### src/rtl/esdba_pkg.sv
`timescale 1ns / 1ps
`default_nettype none
// ----------------------------------------------------------------------------
// esdba_pkg
// Shared types and constants for the echo sample decode and bin average block.
// ----------------------------------------------------------------------------
package esdba_pkg;

    // Sample format: 4-bit exponent above a 12-bit mantissa
    localparam int unsigned RAW_W   = 16;
    localparam int unsigned MANT_W  = 12;
    localparam int unsigned EXP_LSB = 12;
    localparam int unsigned EXP_W   = 4;

    localparam int unsigned SUM_W   = 32;
    localparam int unsigned TIME_W  = 32;
    localparam int unsigned ROW_W   = 13;
    localparam int unsigned FACT_W  = 8;
    localparam int unsigned DIVS_W  = 2 * FACT_W;

    // Configuration register indexes
    localparam int unsigned CFG_IDX_W = 2;
    localparam logic [CFG_IDX_W-1:0] CFG_SAMPLES_PER_PING = 2'd0;
    localparam logic [CFG_IDX_W-1:0] CFG_PING_FACTOR      = 2'd1;
    localparam logic [CFG_IDX_W-1:0] CFG_SAMPLE_FACTOR    = 2'd2;

    localparam logic [ROW_W-1:0]  SAMPLES_PER_PING_RST = 13'd4096;
    localparam logic [FACT_W-1:0] FACTOR_RST           = 8'd1;

    // Effective configuration (zero treated as one, row clamped)
    typedef struct packed {
        logic [ROW_W-1:0]  row;
        logic [FACT_W-1:0] pf;
        logic [FACT_W-1:0] sf;
    } cfg_eff_t;

    // Division request: block sum over block area, with its tags
    typedef struct packed {
        logic [SUM_W-1:0]  dividend;
        logic [DIVS_W-1:0] divisor;
        logic [TIME_W-1:0] mid_time;
        logic              row_end;
    } div_req_t;

    typedef struct packed {
        logic [SUM_W-1:0]  quotient;
        logic [TIME_W-1:0] mid_time;
        logic              row_end;
    } div_res_t;

    typedef enum logic [1:0] {
        DIV_IDLE,
        DIV_RUN,
        DIV_DONE
    } div_state_t;

endpackage : esdba_pkg
`default_nettype wire

### src/rtl/esdba_div.sv
`timescale 1ns / 1ps
`default_nettype none
// ----------------------------------------------------------------------------
// esdba_div
// Restoring divider, one quotient bit per cycle, holds its result until taken.
// ----------------------------------------------------------------------------
module esdba_div import esdba_pkg::*; (
    input  wire logic     aclk,
    input  wire logic     aresetn,
    input  wire logic     req_valid,
    input  wire div_req_t req,
    input  wire logic     res_ready,
    output logic          busy,
    output logic          res_valid,
    output div_res_t      res
);

    localparam int unsigned CNT_W = $clog2(SUM_W);

    div_state_t state_reg, state_next;

    logic [CNT_W-1:0]  count_reg, count_next;
    logic [DIVS_W:0]   rem_reg, rem_next;
    logic [SUM_W-1:0]  quo_reg, quo_next;
    logic [DIVS_W-1:0] divisor_reg, divisor_next;
    logic [TIME_W-1:0] time_reg, time_next;
    logic              row_end_reg, row_end_next;

    logic [DIVS_W:0]   rem_shift;
    logic              fits;

    // Next state
    always_comb begin
        state_next = state_reg;
        case (state_reg)
            DIV_IDLE: if (req_valid) begin
                state_next = DIV_RUN;
            end
            DIV_RUN: if (count_reg == '0) begin
                state_next = DIV_DONE;
            end
            DIV_DONE: if (res_ready) begin
                state_next = DIV_IDLE;
            end
            default: state_next = DIV_IDLE;
        endcase
    end

    // Outputs
    always_comb begin
        busy      = 1'b1;
        res_valid = 1'b0;
        case (state_reg)
            DIV_IDLE: busy      = 1'b0;
            DIV_RUN:  busy      = 1'b1;
            DIV_DONE: res_valid = 1'b1;
            default:  busy      = 1'b0;
        endcase
    end

    // One shift-subtract step
    assign rem_shift = {rem_reg[DIVS_W-1:0], quo_reg[SUM_W-1]};
    assign fits      = rem_shift >= {1'b0, divisor_reg};

    always_comb begin
        count_next   = count_reg;
        rem_next     = rem_reg;
        quo_next     = quo_reg;
        divisor_next = divisor_reg;
        time_next    = time_reg;
        row_end_next = row_end_reg;
        if (state_reg == DIV_IDLE && req_valid) begin
            count_next   = CNT_W'(SUM_W - 1);
            rem_next     = '0;
            quo_next     = req.dividend;
            divisor_next = req.divisor;
            time_next    = req.mid_time;
            row_end_next = req.row_end;
        end else if (state_reg == DIV_RUN) begin
            count_next = count_reg - 1'b1;
            rem_next   = fits ? rem_shift - {1'b0, divisor_reg} : rem_shift;
            quo_next   = {quo_reg[SUM_W-2:0], fits};
        end
    end

    always_ff @(posedge aclk) begin
        if (!aresetn) begin
            state_reg <= DIV_IDLE;
        end else begin
            state_reg <= state_next;
        end
    end

    always_ff @(posedge aclk) begin
        count_reg   <= count_next;
        rem_reg     <= rem_next;
        quo_reg     <= quo_next;
        divisor_reg <= divisor_next;
        time_reg    <= time_next;
        row_end_reg <= row_end_next;
    end

    assign res.quotient = quo_reg;
    assign res.mid_time = time_reg;
    assign res.row_end  = row_end_reg;

endmodule : esdba_div
`default_nettype wire

### config.mk
export PLATFORM = sky130hd
export DESIGN_NAME = esdba_div
export DESIGN_NICKNAME = d
export VERILOG_FILES = /design/src/rtl/esdba_pkg.sv /design/src/rtl/esdba_div.sv
export SDC_FILE = /design/constraint.sdc
export NUM_CORES = 1
export LEC_CHECK = 0
export BUFFER_PORTS_ARGS = -buffer_cell sky130_fd_sc_hd__buf_2
export CORE_AREA = 10 10 130 132
export CTS_CLUSTER_DIAMETER = 30
export DETAILED_ROUTE_END_ITERATION = 6
export DIE_AREA = 0 0 140 142
export GPL_ROUTABILITY_DRIVEN = 0
export PLACE_DENSITY_LB_ADDON = 0.25
export SYNTH_ARGS = -nofsm -noshare
export SYNTH_HDL_FRONTEND = slang
export SYNTH_SLANG_ARGS = --single-unit
### constraint.sdc
create_clock -name aclk -period 2.7 [get_ports aclk]
set_clock_uncertainty 0.1 [all_clocks]
set_input_delay 0.27 -clock aclk [delete_from_list [all_inputs] [get_ports aclk]]
set_output_delay 0.27 -clock aclk [all_outputs]
set_load 0.01 [all_outputs]
==> results of run 1 <==
synth_stat cells, types with 4 or more instances:
| cell type | n |
|---|---|
| sky130_fd_sc_hd__inv_1 | 30 |
| sky130_fd_sc_hd__nand2b_1 | 10 |
| sky130_fd_sc_hd__nor2_1 | 13 |
| sky130_fd_sc_hd__dfxtp_1 | 23 |
| sky130_fd_sc_hd__xnor2_1 | 6 |
| sky130_fd_sc_hd__buf_6 | 4 |
| sky130_fd_sc_hd__clkbuf_1 | 13 |
| sky130_fd_sc_hd__nand2_1 | 111 |
| sky130_fd_sc_hd__ha_1 | 21 |
| sky130_fd_sc_hd__o21ai_1 | 7 |
| sky130_fd_sc_hd__a21oi_1 | 20 |
| sky130_fd_sc_hd__o31ai_1 | 5 |
| sky130_fd_sc_hd__o21ai_0 | 18 |
| sky130_fd_sc_hd__mux2i_1 | 7 |
| sky130_fd_sc_hd__a31oi_1 | 6 |
| sky130_fd_sc_hd__edfxtp_1 | 81 |
| sky130_fd_sc_hd__nand3_1 | 10 |
| sky130_fd_sc_hd__and3_1 | 5 |
how the worst max path moves through the flow:
stage,to,slack (ns),depth (start not counted)
after floorplan,quo_reg[0]$_DFFE_PP_,0.30,5
after global placement,rem_reg[0]$_SDFFE_PP0P_,0.26,8
after detailed placement,rem_reg[0]$_SDFFE_PP0P_,0.22,8
after CTS,rem_reg[0]$_SDFFE_PP0P_,0.21,8
after global routing,rem_reg[0]$_SDFFE_PP0P_,0.05,8
final,rem_reg[0]$_SDFFE_PP0P_,0.22,8
cells by family after synthesis:
group	after synthesis	synth area share [%]
buffers and inverters	53	4.774
flip-flops	104	58.40
AO/OA/AOI/OAI	85	11.39
XOR/XNOR	8	1.415
multiplexers	8	1.718
AND/OR/NAND/NOR	176	16.60
adder cells (fa/ha/maj)	22	5.708
worst max-delay path, stage by stage (launching register included):
cell and delay [ns]:
sky130_fd_sc_hd__edfxtp_1 0.42, sky130_fd_sc_hd__inv_1 0.08, sky130_fd_sc_hd__ha_1 0.23, sky130_fd_sc_hd__nor2b_1 0.15
sky130_fd_sc_hd__o2111ai_1 0.31, sky130_fd_sc_hd__a21oi_1 0.17, sky130_fd_sc_hd__o31a_4 0.50, sky130_fd_sc_hd__mux2_4 0.34
sky130_fd_sc_hd__a21oi_2 0.12
repair_timing:
action | 4_1_cts | 5_1_grt
hold buffers | 49 | 0
resized for setup | 0 | 0
endpoints found under the hold margin | 49 | 0
report_power, final:
group / internal, mW / switching [mW]
clock network: 0.740 / 0.614
logic: 0.614 / 0.829
registers: 2.02 / 0.126
total: 3.38 / 1.57
area by class of cell:
type,instances,area (sq um),share of cell area [%]
Tap cell,184,230.2,3.434
Sequential cell,104,2893,43.15
Clock inverter,7,88.84,1.325
Clock buffer,9,225.2,3.359
Inverter,31,116.4,1.736
Timing Repair Buffer,207,1324,19.75
Multi-Input combinational cell,299,1827,27.25
layer usage:
metal  global-route usage [%]  part of all wire, %  vias up
met5                        0                    0        -
met4                    4.511                  1.4        0
met3                    5.975                  7.9       10
met2                    21.13                   50      105
met1                    14.47                   41     1829
li1                         -                    -     2008
==> impl.org, run 1 <==
** Setup path
- The number of cells on the worst reg-to-reg path is 8.
- The worst setup path is of the reg -> reg kind.
- STA classifies the critical path startpoint as a register.
- STA classifies the critical path endpoint as a register.
- The worst register-to-register path has a setup slack of 0.22 ns.
- Launching element of the worst setup path :: divisor_reg[1]$_DFFE_PP_
- STA puts the critical path data arrival time at 2.67 ns.
- R2R Path Start :: divisor_reg[1]$_DFFE_PP_
- In this run the critical register-to-register path is captured at rem_reg[0]$_SDFFE_PP0P_.
- At the worst endpoint, the required time is 2.88 ns.
- Maximum fanout count along the critical path :: 26

** Yosys
- Top cells by area, synth :: sky130_fd_sc_hd__edfxtp_1 49%, sky130_fd_sc_hd__dfxtp_1 9.3%, sky130_fd_sc_hd__nand2_1 8.4%
- Predominant post-synthesis flop cell :: sky130_fd_sc_hd__edfxtp_1
- The synthesized netlist contains 59 unique library cells.
- The share of the Yosys chip area taken by registers is 58.40%.
- Avg Cell Area, Syn :: 10.86 sq um
- After synthesis the netlist holds a flip-flop and latch count of 104.
- Number of flops mapped to enable cells by yosys :: 81
- Post-Syn Nets :: 563
- Synthesis handed over a netlist of 456 instances.
- Synthesized area :: 4954 sq um
- Cell type contributing the most total cell area after synthesis :: sky130_fd_sc_hd__edfxtp_1
- After synthesis, the largest area contributor takes up 49.10% of total cell area.
- The Yosys step of the flow raised 0 warnings.
- Counting flops with an async set or reset pin after synthesis yields a share of 0%.

** Min path
- Hold depth :: 2
- For hold timing, the worst endpoint is state_reg[0]$_SDFFE_PN0P_.
- The worst hold path belongs to the class in -> reg.
- The startpoint identified for the worst hold timing path is aresetn.

** Timing
- FMAX :: 402.7 MHz
- The worst path uses 91.97% of the clock period.
- Final hold vios :: 0
- Headroom to the max-slew limit came out at 61.73%.
- For the pin with the worst max-slew slack, the measured transition is 0.5732 ns.
- For the finished layout, the period the worst path requires is 2.483 ns.
- Final setup violation count :: 0
- In the final timing run, aggregate negative setup slack is 0 ns.
- Worst hold slack :: 0.05938 ns
- Final Max Slew Viols :: 0
- Once routing completed, OpenROAD measured the worst setup slack at 0.2167 ns.
- Setup repair after global routing left no endpoint under its margin.

** Placed design
- Timing analysis after detailed placement gives a worst setup slack of 0.2227 ns.
- Number of placed instances with taps included :: 776
- Port buffering added 151 buffers.
- Summed over all nets, the half-perimeter wirelength after detailed placement is 9.187 mm.
- In this run the cell area measured after placement is 5899 sq um.

** Die
- Die Wd :: 140 microns
- Placeable core region :: 14310 sq um
- Area of the die :: 19880 sq um
- Die height :: 142 microns
- 152 I/O pins were placed.
- The initial utilization of the core area, before any placement, comes to 34.61%.
- The floorplan has 44 rows.

** CTS
- TritonCTS Sinks :: 104
- Clk buf depth :: 2
- Clock Pin Slew Worst Setup and Hold Paths :: 0.07 ns
- The H-tree generated during clock tree synthesis spans 3 levels.
- Clock tree synthesis selected as its root buffer the cell sky130_fd_sc_hd__clkbuf_16.
- Once the clock tree was built, the setup fixing pass inserted 0 buffers.
- The number of clock buffers added by TritonCTS is 9.
- TritonCTS built the clock tree.
- The clock reaches the later pin of the worst-skew pair after 0.35 ns.

** Drt
- Dividing the detail-routed wire length by the instance count gives 15.19 microns.
- After detailed routing, the number of vias per cell comes to 4.699.
- In this run, the number of DRC markers left after iteration 0 of detailed routing was 182.
- Drc violations :: 0
- Vias :: 3952
- Total wire length after detailed routing :: 12.77 mm
- The first detailed-routing pass ran for 4 iterations.
- Once detail routing completed, the nets flagged for antenna violations numbered 0.

** Global route
- Across every metal layer, demand over resource in global routing totals 12.87%.
- Summed over all layers, the global routing overflow is 0.
- Entering global routing, the biggest net connects 45 pins.
- Antenna violations before repair :: 0
- Vias in the first global route :: 4220
- Global-route wire length before repair :: 21.03 mm

** Finish
- Post-route cell area :: 6704 sq um
- Number of fill cells in the layout :: 1374
- Ant diodes :: 0
- Commonest non-fill, non-tap cells in the layout :: 151 x sky130_fd_sc_hd__buf_2, 110 x sky130_fd_sc_hd__nand2_1, 81 x sky130_fd_sc_hd__edfxtp_1
- After the last flow step, the layout net total stands at 759.
- Cells fill 46.84% of the core in the end.
- Share of cells above drive strength 1 :: 28.77%
- The finished layout holds 841 standard cells, fillers aside.
- Layout overhead on the synthesized area :: 35.34%
- Most common cell after layout, fill and taps aside :: sky130_fd_sc_hd__buf_2

** Outcome
- The flow ran to the end, and the final reports show no timing, DRC or antenna violations.

** Power and ir drop
- Sum of internal, switching and leakage power :: 4.949 mW
- VDD sags by at most 394.9 uV.
- In this run the power density over the cells is 738.2 nW/um^2.
- Static Leak :: 2.979 nW

** Flow run
- Max-cap violations in this run came to 0.
Power figures use the tool's default switching activity.
==> run 2, diff against run 1 <==
CELL_PAD_IN_SITES_DETAIL_PLACEMENT = 1   (was not set)
CELL_PAD_IN_SITES_GLOBAL_PLACEMENT = 1   (was not set)
CORE_AREA = 2 2 122 124   (was 10 10 130 132)
DIE_AREA = 0 0 124 126   (was 0 0 140 142)
==> run 2 against run 1 <==
Hold slack got worse by 0.029 ns; count of clock-buffer cells in the layout did not move; combinational power rose by 3%; total power increased by 1.4%; clock power up 3%; cell area about the same; sequential cell count unchanged; critical path type unchanged.
==> impl.org, run 2 (synthesis gave the netlist of run 1 again) <==
** Outcome
- The flow ran to the end, and the final reports show no timing, DRC or antenna violations.

** Timing
- RSZ-0062 raised after global routing :: no
- Crit share post-route :: 94.66%
- Final Max Slew Viols :: 0
- Setup Total Neg Slack :: 0 ns
- Relative slew slack :: 59.13%
- Final hold vios :: 0
- Setup violations remaining at the end of the flow were counted as 0.
- Counting I/O delays and the setup requirement, the final critical path takes 2.556 ns.
- For the pin with the worst max-slew slack, the measured transition is 0.6078 ns.
- Derived from the worst setup path, the maximum achievable clock frequency is 391.3 MHz.

** Finish
- Most common cell after layout, fill and taps aside :: sky130_fd_sc_hd__buf_2
- Leaving out fill and tap cells, the most frequent cells in the layout are 151 x sky130_fd_sc_hd__buf_2, 110 x sky130_fd_sc_hd__nand2_1, 81 x sky130_fd_sc_hd__edfxtp_1.
- Ant diodes :: 0
- Number of nets in the final layout :: 759
- The post-route netlist has 28.92% of its cells at a drive strength greater than 1.
- Summing all multi-input logic gate instances after layout gives 1827 sq um.
- Number of fill cells in the layout :: 1633
- Summing all non-filler instances in the final layout gives an area of 6701 sq um.
- Registers take 2893 sq um.
- Layout overhead on the synthesized area :: 35.29%

** Drt
- Per-cell routed wire length :: 15.98 microns
- Antenna viol nets, final :: 0
- TritonRoute pass-1 iters :: 4
- Total wire length after detailed routing :: 13.44 mm
- After detailed routing, the number of remaining DRC violations is 0.
- Summing over every cut layer, the via total after detailed routing is 4044.
- Using the TritonRoute via totals, the vias-per-cell ratio works out to 4.809.
- The first routing iteration left 215 violations.

** Global route
- In the global route stage, overall resource usage came out at 17.85%.
- The first global-routing pass estimated 21.81 mm of wire.
- Overflow left after global routing :: 0
- Global routing's busiest layer :: met2
- Grt met1 use :: 21.07%
- For met3 alone, demand over resource in global routing was 6.884%.
- M2 GR Usage :: 30.77%
- Antenna violations before repair :: 0
- Entering global routing, the biggest net connects 49 pins.
- The via count of the first global-routing pass is 4405.

** CTS
- Clock-pin slew was measured on the worst setup and hold paths at 0.08 ns.
- Skew-Pair Late Insertion Delay :: 0.35 ns
- TritonCTS Sinks :: 104
- Clock tree root driver cell :: sky130_fd_sc_hd__clkbuf_16
- Clock tree from TritonCTS :: built
- The number of clock buffers added by TritonCTS is 9.
- Number of gates resized after CTS :: 0
- The H-tree generated during clock tree synthesis spans 3 levels.
- Clk buf depth :: 2
- Post-CTS timing repair inserted 0 buffers for setup.

** Die
- Row generation in the floorplan step produced 44 rows.
- The die covers 15620 sq um.
- Placeable core region :: 14310 sq um
- Die height :: 126 microns
- The initial utilization of the core area, before any placement, comes to 34.61%.
- Die Wd :: 124 microns
- Number of ports placed on the die boundary :: 152

** Setup path
- Along the worst path, the maximum fanout reaches 26.
- The critical path goes through inv_1, ha_1, nor2b_1, o2111ai_1, a21oi_1, o31a_4, mux2_4, a21oi_2.
- STA puts the critical path data required time at 2.89 ns.
- Worst path arrival time :: 2.75 ns
- On the critical path, the stage with the largest delay is an instance of sky130_fd_sc_hd__o31a_4.
- Top Family by Delay on Critical Path :: compound AO/OA/AOI/OAI gates
- Delay of the slowest cell on the worst path :: 0.50 ns
- STA classifies the critical path startpoint as a register.
- The worst setup path is captured at a register.
- Worst Path Buf+Inv :: 1
- Critical setup path kind :: reg -> reg

** Power and ir drop
- Static Leak :: 2.980 nW
- Power density over cell area :: 748.5 nW/um^2
- Worst ir drop on vdd :: 428.7 uV

** Placed design
- Post-DP Area :: 5907 sq um
- Port buffering added 151 buffers.
- Placed wire-length estimate after detailed placement :: 9.061 mm

** Flow run
- Max-capacitance violation count :: 0

** Min path
- Worst hold-check path type :: in -> reg
## run 2: power breakdown
group          switching, mW  leakage, nW  internal [mW]
Combinational          0.862         1.85          0.620
Sequential             0.124        0.980           2.02
Clock                  0.645        0.155          0.741
Total                   1.63         2.98           3.39
## run 2: cell type report
type                    count  area share (%)
clock inverters             7           1.326
multi-input cells         299           27.26
flip-flops and latches    104           43.17
clock buffers               9           3.361
repair buffers            207           19.72
inverters                  31           1.736
well taps                 184           3.435
## run 2: worst paths after layout
path                             start                   endpoint  slack (ns)  depth (start not counted)
max           divisor_reg[1]$_DFFE_PP_    rem_reg[0]$_SDFFE_PP0P_        0.14                          8
min                            req[26]     time_reg[25]$_DFFE_PP_        0.03                          1
max reg2reg   divisor_reg[1]$_DFFE_PP_    rem_reg[0]$_SDFFE_PP0P_        0.14                          8
min reg2reg  count_reg[3]$_SDFFE_PP1P_  count_reg[3]$_SDFFE_PP1P_        0.41                          2
## run 2: worst reg2reg max path, delay by kind of cell (launching register included)
kind	cells	cell delay, ns
buffers and inverters	1	0.09
muxes	1	0.37
DFF	1	0.42
and+or+nand+nor	1	0.15
adders and majority gates	1	0.24
AOI/OAI and AO/OA	4	1.14
## run 2: repair_timing
item                       4_1_cts  5_1_grt
setup endpoints to repair        0        0
hold endpoints to repair        48        0
hold buffers                    48        0
## run 2: metrics by stage
stage                     power (mW)  cells  setup slack [ns]  utilization [%]  hold WS (ns)
after floorplan                3.150    456            0.2964                -        0.2689
after global placement         3.564    777            0.2548            41.27        0.3468
after detailed placement       3.610    777            0.1575            41.27        0.3484
after CTS                      5.077    841            0.1399            46.82      0.004486
after global routing           5.333    841           0.04336            46.82       0.01139
final                          5.016    841            0.1443            46.82       0.03016
## run 2: per-layer routing
metal	share of wire, %	wire, microns	up-vias
met5	0	0	-
met3	6.8	917	8
met2	49	6641	107
met4	0.94	126	0
met1	43	5754	1927
li1	-	-	2002
==> run 3, diff against run 2 <==
ABC_AREA = 1   (was not set)
CORE_AREA = 2 2 125 127   (was 2 2 122 124)
DIE_AREA = 0 0 127 129   (was 0 0 124 126)
==> run 3 against run 2 <==
Critical endpoint is now rem_reg[12]$_SDFFE_PP0P_; via count grew 9.3%; largest power group is now combinational logic; clock power is essentially flat; synthesized cell count grew 22%; hold slack gained 0.034 ns.
==> impl.org, run 3 <==
** Die
- Once the floorplan was initialized, standard cells occupied 33.72% of the core.
- Row generation in the floorplan step produced 45 rows.
- From left edge to right edge, the die measures 127 microns.
- Placeable core region :: 14980 sq um
- The floorplan step defined a die boundary enclosing 16380 sq um.
- Number of ports placed on the die boundary :: 152
- The die is 129 microns tall.

** Yosys
- Post-Synthesis Cells :: 556
- Top cells by area, synth :: sky130_fd_sc_hd__edfxtp_1 48%, sky130_fd_sc_hd__nand2_1 16%, sky130_fd_sc_hd__dfxtp_1 9.1%
- Total of flip-flops plus latches after synthesis :: 104
- Distinct cell type count after synthesis :: 37
- After synthesis, flip-flops and latches occupy 57.28% of the total area.
- When the netlist entered floorplanning its net count stood at 663.
- Predominant post-synthesis flop cell :: sky130_fd_sc_hd__edfxtp_1
- Synthesized area :: 5050 sq um
- Library cell with the highest instance count after synthesis :: sky130_fd_sc_hd__nand2_1
- Number of flops mapped to enable cells by yosys :: 81
- Area share of the largest cell type after synthesis :: 48.17%
- Yosys warning count :: 0
- The average instance in the mapped netlist occupies 9.082 sq um.
- Synth top cells by count :: 213 x sky130_fd_sc_hd__nand2_1, 81 x sky130_fd_sc_hd__edfxtp_1, 79 x sky130_fd_sc_hd__inv_1
- Counting flops with an async set or reset pin after synthesis yields a share of 0%.
- Cell type contributing the most total cell area after synthesis :: sky130_fd_sc_hd__edfxtp_1

** Global route
- GRT Util Overall :: 19.02%
- After global routing the overflow that remains totals 0.
- Pin count of the biggest net entering global routing :: 84
- The number of antenna violations at the first check in global routing came to 1.
- M2 GR Usage :: 34.31%
- The via count of the first global-routing pass is 4931.
- Global-route wire length before repair :: 24.52 mm
- Global routing's busiest layer :: met2
- Global routing consumed, on the met3 layer, 5.031% of the routing resources.
- Grt met1 use :: 22.11%

** Timing
- Setup violations remaining at the end of the flow were counted as 0.
- Dividing the final minimum period by the clock period gives 84.55%.
- Final hold vios :: 0
- Summed over all failing endpoints, the final setup total negative slack is 0 ns.
- For the pin with the worst max-slew slack, the measured transition is 0.4749 ns.
- Subtracting the final worst setup slack from the clock period gives 2.283 ns.
- Relative slew slack :: 68.34%
- Final Max Slew Viols :: 0
- RSZ-0062 raised after global routing :: no
- Based on the critical path, the design can be clocked at up to 438.0 MHz.

** CTS
- Skew-Pair Late Insertion Delay :: 0.36 ns
- Counting along the longest clock path gives a buffer depth of 2.
- TritonCTS built the clock tree.
- CTS placed an instance of sky130_fd_sc_hd__clkbuf_16 at the clock tree root.
- Htree depth :: 3
- Clock-pin slew was measured on the worst setup and hold paths at 0.08 ns.
- Counting the buffers created by CTS gives 9.
- CTS saw 104 sinks.

** Setup path
- The signal on the critical path passes through inv_1, ha_1, fa_1, o21bai_1, nand2_1, nand3_1, nand2_1, nand2_1, nand2_1, nand3_1, nand2_1.
- By instance count, the cell type seen most on the critical path is sky130_fd_sc_hd__nand2_1.
- Startpoint types :: register
- In this design, the stage delay of the slowest critical-path cell is 0.46 ns.
- STA classifies the critical path endpoint as a register.
- The critical path is of the reg -> reg type.
- Top Family by Delay on Critical Path :: adder cells
- Maximum fanout count along the critical path :: 3
- Cell at the slowest stage of the critical path :: sky130_fd_sc_hd__fa_1
- Required @ worst endpoint :: 2.85 ns
- At the worst endpoint, the arrival time is 2.44 ns.
- Worst Path Buf+Inv :: 1

** Power and ir drop
- Sum of internal, switching and leakage power :: 7.520 mW
- Cell internal power was estimated by the tool at 4.337 mW.
- The share of total power dissipated in the clock network is 18.1%.
- The worst-case IR drop observed on VDD is 451.4 uV.
- Per report_power, the combinational group accounts for 45.0% of the total.
- Net switching share of the total power :: 42.32%
- Switching power total :: 3.183 mW
- For this design the static power due to leakage is 3.341 nW.
- In this run, flip-flops and latches consume 36.8% of the power.
- In this run the power density over the cells is 1100 nW/um^2.

** Drt
- Dividing the detail-routed wire length by the instance count gives 15.56 microns.
- Drc violations :: 0
- After detailed routing, the total wire length is 14.85 mm.
- TritonRoute pass-1 iters :: 4
- Vias :: 4421
- The count of nets left with antenna violations once routing finished came out at 0.
- The detailed router finished its first iteration with 161 violations.
- Vias/cell :: 4.634

** Finish
- Most common cell after layout, fill and taps aside :: sky130_fd_sc_hd__nand2_1
- In the final layout, the share of cells above drive strength 1 is 24.41%.
- Relative to the synthesized area, the layout overhead comes to 35.43%.
- The number of antenna diodes in the final layout is 0.
- Commonest non-fill, non-tap cells in the layout :: 213 x sky130_fd_sc_hd__nand2_1, 151 x sky130_fd_sc_hd__buf_2, 81 x sky130_fd_sc_hd__edfxtp_1
- At the end of the flow, the number of nets in the layout was 868.

** Flow run
- Max-capacitance violation count :: 0

** Placed design
- The count of buffers added on input and output ports is 151.
- Placed wire-length estimate after detailed placement :: 10.32 mm

** Outcome
- The run finished with clean final reports.

** Min path
- Worst hold-check path type :: in -> reg
## run 3: tightest hold or removal path, stage by stage
cell	delay (ns)
sky130_fd_sc_hd__buf_2	0.11
sky130_fd_sc_hd__o21ai_0	0.06
sky130_fd_sc_hd__a21oi_1	0.04
## run 3: worst paths after layout
kind | from | endpoint | slack (ns) | cells past startpoint
worst max-delay path | quo_reg[31]$_DFFE_PP_ | rem_reg[12]$_SDFFE_PP0P_ | 0.42 | 11
worst min-delay path | aresetn | state_reg[0]$_SDFFE_PN0P_ | 0.06 | 3
worst max register to register | quo_reg[31]$_DFFE_PP_ | rem_reg[12]$_SDFFE_PP0P_ | 0.42 | 11
worst min register to register | rem_reg[14]$_SDFFE_PP0P_ | rem_reg[14]$_SDFFE_PP0P_ | 0.39 | 2
## run 3: power by group through the flow
stage | logic [mW] | clock network [mW] | registers [mW]
after floorplan | 2.06 | 0 | 2.91
after global placement | 3.25 | 0 | 2.77
after detailed placement | 3.33 | 0 | 2.78
after CTS | 3.41 | 1.40 | 2.77
after global routing | 3.85 | 1.46 | 2.85
final | 3.39 | 1.36 | 2.77
## run 3: cell type report
type / count / area (sq um)
Fill cell: 1801 / 8138
Sequential cell: 104 / 2893
Multi-Input combinational cell: 360 / 1792
Timing Repair Buffer: 205 / 1309
Inverter: 81 / 304.0
Tap cell: 188 / 235.2
Clock buffer: 9 / 225.2
Clock inverter: 7 / 81.33
## run 3: through the flow
step	std cells	utilization (%)	area, sq um	worst slack (ns)	hold slack, ns
detailed placement	889	40.34	6042	0.4970	0.3484
global placement	889	40.34	6042	0.5456	0.3469
global route	954	45.66	6839	0.2457	0.07000
floorplan	556	-	5057	0.2319	0.2689
CTS	954	45.66	6839	0.4522	0.05229
finish	954	45.66	6839	0.4170	0.06413
## run 3: per-layer routing
| layer | up-vias | share of wire, % |
|---|---|---|
| met5 | - | 0.11 |
| met4 | 2 | 1.9 |
| met3 | 22 | 4.9 |
| met2 | 95 | 52 |
| met1 | 2102 | 41 |
| li1 | 2200 | - |
## run 3: logic make-up after synthesis
logic type,Yosys count,synth area share [%]
compound gates,33,3.742
xor+xnor,6,1.041
fa+ha+maj,22,5.600
buf+inv,92,7.234
flops,104,57.28
simple gates,299,25.10
## run 3: what timing repair did
item,CTS,global route
gates resized for setup,0,0
endpoints found under the setup margin,0,0
buffers inserted,0,0
hold buffers,49,0
endpoints found under the hold margin,49,0
